## src/design/vrp_pkg.sv

```systemverilog
// Package for the video register port: register codes, read source codes
// and the structs passed between the control and memory blocks.
// No dependencies; imported by every file but the two interfaces.
`timescale 1ns / 1ps
`default_nettype none

package vrp_pkg;

    typedef enum logic [2:0] {
        REG_CTRL     = 3'd0,
        REG_MASK     = 3'd1,
        REG_STATUS   = 3'd2,
        REG_OAM_ADDR = 3'd3,
        REG_OAM_DATA = 3'd4,
        REG_SCROLL   = 3'd5,
        REG_VADDR    = 3'd6,
        REG_VDATA    = 3'd7
    } reg_idx_t;

    typedef enum logic [1:0] {
        RD_DIRECT = 2'd0,
        RD_VRAM   = 2'd1,
        RD_OAM    = 2'd2
    } rd_sel_t;

    localparam logic KIND_READ  = 1'b0;
    localparam logic KIND_WRITE = 1'b1;

    localparam int OAM_DEPTH = 256;
    localparam int OAM_AW    = 8;

    localparam int CTRL_INC_BIT  = 2;
    localparam int CTRL_NMI_BIT  = 7;
    localparam logic [7:0] FIRST_READ_VALUE = 8'hFF;
    localparam logic [7:0] STATUS_VBL_CLEAR = 8'h7F;
    localparam logic [15:0] STEP_ROW  = 16'd32;
    localparam logic [15:0] STEP_ONE  = 16'd1;

    // Nametable mirroring windows and palette mirror pairs.
    localparam logic [5:0]  NT_UPPER_LEFT  = 6'b001010;  // 0x2800-0x2BFF
    localparam logic [5:0]  NT_UPPER_RIGHT = 6'b001011;  // 0x2C00-0x2FFF
    localparam logic [15:0] NT_BASE_VERT   = 16'h2000;
    localparam logic [15:0] NT_BASE_HORZ   = 16'h2400;
    localparam logic [10:0] PAL_PREFIX     = 11'h1F8;    // 0x3F00-0x3F1F
    localparam logic [15:0] PAL_PAIR_FLIP  = 16'h0010;

    typedef struct packed {
        logic        vram_re;
        logic [15:0] vram_raddr;
        logic        vram_we;
        logic [15:0] vram_waddr;
        logic        pal_dual;
        logic [15:0] pal_addr2;
        logic [7:0]  wdata;
        logic        oam_re;
        logic        oam_we;
        logic [7:0]  oam_addr;
    } mem_req_t;

    typedef struct packed {
        logic clearing;
        logic second_busy;
    } mem_stat_t;

    typedef struct packed {
        rd_sel_t    sel;
        logic [7:0] value;
        logic       nmi;
    } rd_info_t;

endpackage

`default_nettype wire

```

## src/design/vrp_ctrl.sv

```systemverilog
// Register file and address logic of the video register port.
// Updates all register state when an item is accepted and issues memory requests.
// Depends on vrp_pkg.
`timescale 1ns / 1ps
`default_nettype none

module vrp_ctrl (
    input  wire logic              clk,
    input  wire logic              rst_n,
    input  wire logic              accept,
    input  wire logic              kind,
    input  wire logic [2:0]        reg_index,
    input  wire logic [7:0]        write_data,
    input  wire logic              mirror_vertical,
    output vrp_pkg::mem_req_t      mem_req,
    output vrp_pkg::rd_info_t      rd_info
);
    import vrp_pkg::*;

    logic [7:0]  control_reg, control_next;
    logic [7:0]  mask_reg, mask_next;
    logic [7:0]  status_reg, status_next;
    logic [7:0]  sprite_addr_reg, sprite_addr_next;
    logic [7:0]  scroll_x_reg, scroll_x_next;
    logic [7:0]  scroll_y_reg, scroll_y_next;
    logic        scroll_toggle_reg, scroll_toggle_next;
    logic [15:0] addr_latch_reg, addr_latch_next;
    logic        addr_toggle_reg, addr_toggle_next;
    logic [15:0] data_addr_reg, data_addr_next;
    logic        loaded_reg, loaded_next;
    logic        pending_reg, pending_next;
    logic        first_read_reg, first_read_next;

    logic [15:0] step;
    logic [15:0] da;
    logic [15:0] waddr;
    logic        pal_hit;

    always_comb
    begin
        step = control_reg[CTRL_INC_BIT] ? STEP_ROW : STEP_ONE;
        control_next       = control_reg;
        mask_next          = mask_reg;
        status_next        = status_reg;
        sprite_addr_next   = sprite_addr_reg;
        scroll_x_next      = scroll_x_reg;
        scroll_y_next      = scroll_y_reg;
        scroll_toggle_next = scroll_toggle_reg;
        addr_latch_next    = addr_latch_reg;
        addr_toggle_next   = addr_toggle_reg;
        data_addr_next     = data_addr_reg;
        loaded_next        = loaded_reg;
        pending_next       = pending_reg;
        first_read_next    = first_read_reg;
        da      = data_addr_reg;
        waddr   = data_addr_reg;
        pal_hit = 1'b0;
        mem_req = '0;
        rd_info.sel   = RD_DIRECT;
        rd_info.value = 8'd0;

        if (kind == KIND_READ)
        begin
            case (reg_idx_t'(reg_index))
                REG_CTRL:     rd_info.value = control_reg;
                REG_MASK:     rd_info.value = mask_reg;
                REG_OAM_ADDR: rd_info.value = sprite_addr_reg;
                REG_STATUS:
                begin
                    rd_info.value      = status_reg;
                    scroll_toggle_next = 1'b0;
                    addr_toggle_next   = 1'b0;
                    addr_latch_next    = 16'd0;
                    status_next        = status_reg & STATUS_VBL_CLEAR;
                end
                REG_OAM_DATA:
                begin
                    rd_info.sel      = RD_OAM;
                    mem_req.oam_re   = accept;
                    mem_req.oam_addr = sprite_addr_reg;
                    sprite_addr_next = sprite_addr_reg + 8'd1;
                end
                REG_VDATA:
                begin
                    da                 = loaded_reg ? data_addr_reg : addr_latch_reg;
                    loaded_next        = 1'b1;
                    mem_req.vram_re    = accept;
                    mem_req.vram_raddr = da;
                    if (!first_read_reg)
                    begin
                        rd_info.sel    = RD_VRAM;
                        data_addr_next = pending_reg ? addr_latch_reg : da + step;
                        pending_next   = 1'b0;
                    end
                    else
                    begin
                        // The first data read only primes the address.
                        rd_info.value   = FIRST_READ_VALUE;
                        data_addr_next  = addr_latch_reg;
                        first_read_next = 1'b0;
                        pending_next    = 1'b0;
                    end
                end
                default: rd_info.value = 8'd0;
            endcase
        end
        else
        begin
            case (reg_idx_t'(reg_index))
                REG_CTRL:     control_next     = write_data;
                REG_MASK:     mask_next        = write_data;
                REG_STATUS:   status_next      = write_data;
                REG_OAM_ADDR: sprite_addr_next = write_data;
                REG_OAM_DATA:
                begin
                    mem_req.oam_we   = accept;
                    mem_req.oam_addr = sprite_addr_reg;
                    sprite_addr_next = sprite_addr_reg + 8'd1;
                end
                REG_SCROLL:
                begin
                    if (scroll_toggle_reg)
                        scroll_y_next = write_data;
                    else
                        scroll_x_next = write_data;
                    scroll_toggle_next = !scroll_toggle_reg;
                end
                REG_VADDR:
                begin
                    if (!addr_toggle_reg)
                    begin
                        addr_latch_next  = {write_data, 8'd0};
                        addr_toggle_next = 1'b1;
                    end
                    else
                    begin
                        addr_latch_next  = addr_latch_reg | {8'd0, write_data};
                        addr_toggle_next = 1'b0;
                    end
                    pending_next = 1'b1;
                end
                REG_VDATA:
                begin
                    if (pending_reg)
                    begin
                        da           = addr_latch_reg;
                        loaded_next  = 1'b1;
                        pending_next = 1'b0;
                    end
                    // Upper nametables fold onto the lower pair; palette
                    // backdrop entries are stored with their partner.
                    if (da[15:10] == NT_UPPER_LEFT)
                        waddr = (mirror_vertical ? NT_BASE_VERT : NT_BASE_HORZ)
                                | {6'd0, da[9:0]};
                    else if (da[15:10] == NT_UPPER_RIGHT)
                        waddr = NT_BASE_HORZ | {6'd0, da[9:0]};
                    else
                        waddr = da;
                    pal_hit = (da[15:5] == PAL_PREFIX) && (da[1:0] == 2'b00);
                    mem_req.vram_we    = accept;
                    mem_req.vram_waddr = waddr;
                    mem_req.pal_dual   = pal_hit;
                    mem_req.pal_addr2  = da ^ PAL_PAIR_FLIP;
                    mem_req.wdata      = write_data;
                    data_addr_next     = da + step;
                end
                default: mem_req.wdata = write_data;
            endcase
        end
        if (kind == KIND_WRITE)
            mem_req.wdata = write_data;
        rd_info.nmi = control_next[CTRL_NMI_BIT];
    end

    always_ff @(posedge clk or negedge rst_n)
    begin
        if (!rst_n)
        begin
            control_reg       <= 8'd0;
            mask_reg          <= 8'd0;
            status_reg        <= 8'd0;
            sprite_addr_reg   <= 8'd0;
            scroll_x_reg      <= 8'd0;
            scroll_y_reg      <= 8'd0;
            scroll_toggle_reg <= 1'b1;
            addr_latch_reg    <= 16'd0;
            addr_toggle_reg   <= 1'b0;
            data_addr_reg     <= 16'd0;
            loaded_reg        <= 1'b0;
            pending_reg       <= 1'b0;
            first_read_reg    <= 1'b1;
        end
        else if (accept)
        begin
            control_reg       <= control_next;
            mask_reg          <= mask_next;
            status_reg        <= status_next;
            sprite_addr_reg   <= sprite_addr_next;
            scroll_x_reg      <= scroll_x_next;
            scroll_y_reg      <= scroll_y_next;
            scroll_toggle_reg <= scroll_toggle_next;
            addr_latch_reg    <= addr_latch_next;
            addr_toggle_reg   <= addr_toggle_next;
            data_addr_reg     <= data_addr_next;
            loaded_reg        <= loaded_next;
            pending_reg       <= pending_next;
            first_read_reg    <= first_read_next;
        end
    end

endmodule

`default_nettype wire

```

## config.mk

```make
export PLATFORM = sky130hd
export DESIGN_NAME = vrp_ctrl
export DESIGN_NICKNAME = d
export VERILOG_FILES = /design/src/design/vrp_pkg.sv /design/src/design/vrp_ctrl.sv
export SDC_FILE = /design/constraint.sdc
export NUM_CORES = 1
export LEC_CHECK = 0
export ABC_CLOCK_PERIOD_IN_PS = 3600
export BUFFER_PORTS_ARGS = -buffer_cell sky130_fd_sc_hd__clkbuf_2
export CAP_MARGIN = 25
export CORE_MARGIN = 4
export CORE_UTILIZATION = 30
export DETAILED_ROUTE_END_ITERATION = 10
export PLACE_DENSITY = 0.51
export SLEW_MARGIN = 0
export SYNTH_ARGS = -nofsm -noshare
export SYNTH_HDL_FRONTEND = slang
export SYNTH_SLANG_ARGS = --single-unit
```

## constraint.sdc

```tcl
create_clock -name clk -period 3.6 [get_ports clk]
set_clock_uncertainty 0.1 [all_clocks]
set_input_delay 0.36 -clock clk [delete_from_list [all_inputs] [get_ports clk]]
set_output_delay 0.36 -clock clk [all_outputs]
set_load 0.02 [all_outputs]
```

# [After elaboration in Yosys (flattened, before gate mapping)]
# Cells that the tools add are included.
[word_totals] register_bits=68 inputBits=16
[classes] add_sub_neg=3 n_eq_ne=11 mux=52 n_bitwise=4 n_reduce_logical=18
[op_table] op="2-to-1 mux 16 bit" count=15
[op_table] op="2-to-1 mux 8 bit" count=11
[op_table] op="2-to-1 mux 42 bit" count=2
[op_table] op="one-hot mux 8 bit (5 select lines)" count=1
[op_table] op="2-to-1 mux 17 bit" count=2
[op_table] op="adder 16 x 6 -> 16 bit" count=2
[op_table] op="AND reduction 3 bit" count=8
[op_table] op="OR 16 x 8 -> 16 bit" count=1
[op_table] op="one-hot mux 8 bit (2 select lines)" count=1
[op_table] op="2-to-1 mux 1 bit" count=14
[op_table] op="OR 14 x 10 -> 14 bit" count=1
[op_table] op="== test 6 x 4 -> 1 bit (second input constant)" count=2
[op_table] op="== test 11 x 9 -> 1 bit (second input constant)" count=1
[op_table] op="2-to-1 mux 11 bit" count=1
[op_table] op="2-to-1 mux 10 bit" count=1
[op_table] op="nonzero test 2 bit" count=5
[op_table] op="== test 3 bit (second input constant)" count=3
[op_table] op="2-to-1 mux 9 bit" count=1
[op_table] op="adder 8 x 1 -> 8 bit (second input constant)" count=1
[op_table] op="== test 3 x 2 -> 1 bit (second input constant)" count=2
[op_table] op="2-to-1 mux 6 bit" count=1
[op_table] op="!= test 2 x 1 -> 1 bit (second input constant)" count=2
[op_table] op="one-hot mux 2 bit (2 select lines)" count=1
[op_table] op="AND reduction 2 bit" count=2
[op_table] op="6 further kinds" count=7

# [Depth between registers and ports, before layout]
[logic_depth] word_depth=9 mapped_depth=13

# [Worst setup path before layout]
# No wires, ideal clock.
[synth_path] path_type="register -> register" from="register loaded_reg" to="register data_addr_reg[9]" arrival_time_ns=2.946 setup_slack_ns=0.476 path_stages_with_launch=13 n_path_buf=4 period_less_slack_ns=3.124 cell_sequence="dfrtp_1 > buf_4 > buf_4 > buf_2 > buf_1 > mux2_2 > ha_1 > nand4_1 > a22oi_1 > or2_2 > or3_1 > a31o_2 > a21oi_1"
[synth_between] elab_chain_len=6
[synth_rtl] element="from (decl)" line="vrp_ctrl.sv:30" text="logic loaded_reg, loaded_next;"
[synth_rtl] element="from (signal assigned)" line="vrp_ctrl.sv:205" text="loaded_reg <= loaded_next;"
[synth_rtl] element="2-to-1 mux 16 bit" line="vrp_ctrl.sv:85" text="da = loaded_reg ? data_addr_reg : addr_latch_reg;"
[synth_rtl] element="adder 16 x 6 -> 16 bit" line="vrp_ctrl.sv:92" text="data_addr_next = pending_reg ? addr_latch_reg : da + step;"
[synth_rtl] element="2-to-1 mux 16 bit" line="vrp_ctrl.sv:92"
[synth_rtl] element="2-to-1 mux 16 bit" line="vrp_ctrl.sv:89" text="if (!first_read_reg)"
[synth_rtl] element="2-to-1 mux 16 bit" line="vrp_ctrl.sv:64" text="case (reg_idx_t'(reg_index))"
[synth_rtl] element="2-to-1 mux 16 bit" line="vrp_ctrl.sv:62" text="if (kind == KIND_READ)"
[synth_rtl] element="to (signal assigned)" line="vrp_ctrl.sv:204" text="data_addr_reg <= data_addr_next;"
[synth_rtl] element="to (decl)" line="vrp_ctrl.sv:29" text="logic [15:0] data_addr_reg, data_addr_next;"
# No other way between the ends. The select of a mux whose other input is x is not followed.
# A chain may end at the register's enable or synchronous reset.

==> metrics.csv <==
metric,value,unit
run status,finished clean,
Die ar.,19460,um^2
Final ANT Viol Nets,0,
"delay-heaviest family, CP",buffers and inverters,
post-synth cell types,69,
CTS resizes,0,
largest net degree at the start of global routing,33,
Least-Margin Pin Slew,0.7879,ns
Slew Limit Fails,0,
footprint of the multi-input gates,3178,um^2
post-synthesis register bit count,68,
worst setup path class,reg -> out,
# diodes,0,
H-tree levels,3,
global-route wire length before repair,27020,um
Power Total,3257,uW
IO Port Bufs,95,
register area,1703,um^2
max-cap violation count,0,
Die X,139.5,um
"CTS clk-pin slew, worst paths",0.05,ns
"slowest stage delay, CP",0.52,ns
Setup Viol. Count Final,0,
Synth warnings,0,
clk_lat worst skew,0.33,ns
GRT Util Overall,17.17,%
grt total ovfl,0,
Pleak,0.002681,uW
Layout area overhead,17.00,%
Post-Route Setup TNS,0,ns
Slew headroom,47.07,%
CTS Sinks,68,
pwr/cell area,536.5,nW/um^2
Final nets,687,
CTS tree,built,
min cycle time layout,3.088,ns
worst path arrival time,2.63,ns
Achievable Freq,323.8,MHz
share of layout cells above drive strength 1,26.46,%
Initial Util,30.96,%
Reg2Reg Setup Slack,0.64,ns
chip height,139.5,um
clock buffer count from CTS,9,
Slowest cell on crit path,a2111oi_0,
Avg Inst Size Synth,8.809,um^2
Int Power,1961,uW
CP Capture Type,output port,
Ports,96,
post-synthesis net count,612,
hold crit path type,in -> reg,
HPWL after DPL,12630,um
most frequent cells in the layout,"clkbuf_2, dfrtp_1, nor2_1",
wire per inst,19.03,um
Reg power frac,38.1,%
Vias,4871,
mapped cell area,5189,um^2
vias in the first global route,4780,
switching part of the total,39.80,%
clock share of power,25.2,%
1st-iter DRT viols,484,
final WL,16910,um
WP data required,3.14,ns
combinational share of power,36.7,%
Max VDD drop,0.0002350,V
"EDFF count, synth",0,
Critical path buffers and inverters,2,
Placeable Area,16760,um^2
final period utilization,85.79,%
initial antenna violation count,0,
Fin. Hold Viols,0,
Vias/cell,5.479,
cells traversed along the worst timing path,buf_4 > mux2i_1 > and2_1 > nand2_1 > a2111oi_0 > clkbuf_2,
clock root cell,clkbuf_16,
"Seq/Total Area, Yosys",32.82,%
fill count,1776,
Bufs on Longest Clock Path,2,
site row count,47,
DRC,0,
RSZ-0062 raised after global routing,false,
post-synthesis async set-or-reset flop share,100.0,%
RD Place Congestion,0.8949,
Detailed Routing Iterations Pass 1,5,
"leading cell type in the layout, fill and taps excluded",clkbuf_2,
Critical Path Source Type,flop,
Switching Power,1296,uW
top_reg_cell synth,dfrtp_1,
crit-path max FO,24,
cell count after synthesis,589,
power by group through the flow:
stage / sequential (uW) / clock, uW / combinational (uW)
after global routing: 1280 / 865 / 1330
after detailed placement: 1250 / 0 / 1190
final: 1240 / 820 / 1190
after global placement: 1240 / 0 / 1180
after floorplan: 1110 / 0 / 977
after CTS: 1240 / 840 / 1200
per-layer routing:
metal | share of wire [%] | up-vias | track usage, % | wire [um]
met1 | 47 | 2347 | 24.83 | 8007
met3 | 6.6 | 26 | 3.396 | 1112
li1 | - | 2287 | - | -
met4 | 2.1 | 0 | 5.407 | 353
met5 | 0 | - | 0 | 0
met2 | 44 | 211 | 25.83 | 7440
cell families after synthesis:
group | Yosys count | synth area share, %
and+or+nand+nor | 221 | 22.33
AOI/OAI and AO/OA | 144 | 18.09
muxes | 70 | 15.77
DFF | 68 | 32.82
buffers and inverters | 59 | 5.932
xor gates and xnor gates | 20 | 3.376
adders and majority gates | 7 | 1.688
synthesized netlist by cell type, types with 3 or more instances:
library cell	n	share of area, %
nor2b_1	11	1.3
xor2_1	7	1.2
nand3_1	20	1.9
a22oi_1	5	0.72
dfrtp_1	67	32
mux2i_1	32	6.2
or3_1	3	0.36
a32oi_1	4	0.68
o22ai_1	3	0.36
a22o_1	9	1.5
o211ai_1	7	1.0
clkbuf_1	19	1.4
a21oi_1	45	4.3
nand2b_1	14	1.7
mux2_2	31	6.7
nand4_1	11	1.3
nor2_1	60	4.3
nand3b_1	6	0.87
xnor2_1	13	2.2
nand2_1	46	3.3
nor3_1	9	0.87
inv_1	12	0.87
buf_1	3	0.22
o21ai_0	35	3.4
a211oi_1	5	0.72
and3_1	4	0.48
and2_1	19	2.3
buf_2	11	1.1
buf_4	11	1.6
mux4_2	6	2.6
nand4b_1	6	1.0
o21ai_1	3	0.29
ha_1	7	1.7
final timing paths:
path / from / endpoint / depth (start not counted)
max: pending_reg / mem_req[34] / 6
min: write_data[4] / addr_latch_reg[12] / 2
max reg2reg: pending_reg / data_addr_reg[14] / 9
min reg2reg: mask_reg[0] / mask_reg[0] / 2
max in group asynchronous: rst_n / first_read_reg / 3
min in group asynchronous: rst_n / sprite_addr_reg[5] / 2
what timing repair did:
action	in CTS	in global routing
buffers inserted	0	0
hold buffers	1	0
endpoints found under the hold margin	26	0
metrics by stage:
| step | instances | worst slack, ns | hold slack (ns) | utilization [%] | area [um^2] |
|---|---|---|---|---|---|
| 6_report | 889 | 0.5116 | 0.3008 | 36.22 | 6071 |
| 5_1_grt | 889 | 0.2977 | 0.3056 | 36.22 | 6071 |
| 4_1_cts | 889 | 0.5080 | 0.2962 | 36.22 | 6071 |
| 3_5_place_dp | 872 | 0.6801 | 0.3294 | 34.54 | 5789 |
| 3_3_place_gp | 872 | 0.7207 | 0.3232 | 34.54 | 5789 |
| 2_1_floorplan | 589 | 0.4764 | -0.03559 | - | 5189 |
cell type report:
cell class,count,share of cell area (%)
clock buffers,12,4.060
clock inverters,4,0.4122
inverters,12,0.7420
multi-input cells,462,52.35
flip-flops and latches,68,28.05
well taps,220,4.534
repair buffers,111,9.852
Note: power is estimated with default switching activity, not from simulation.
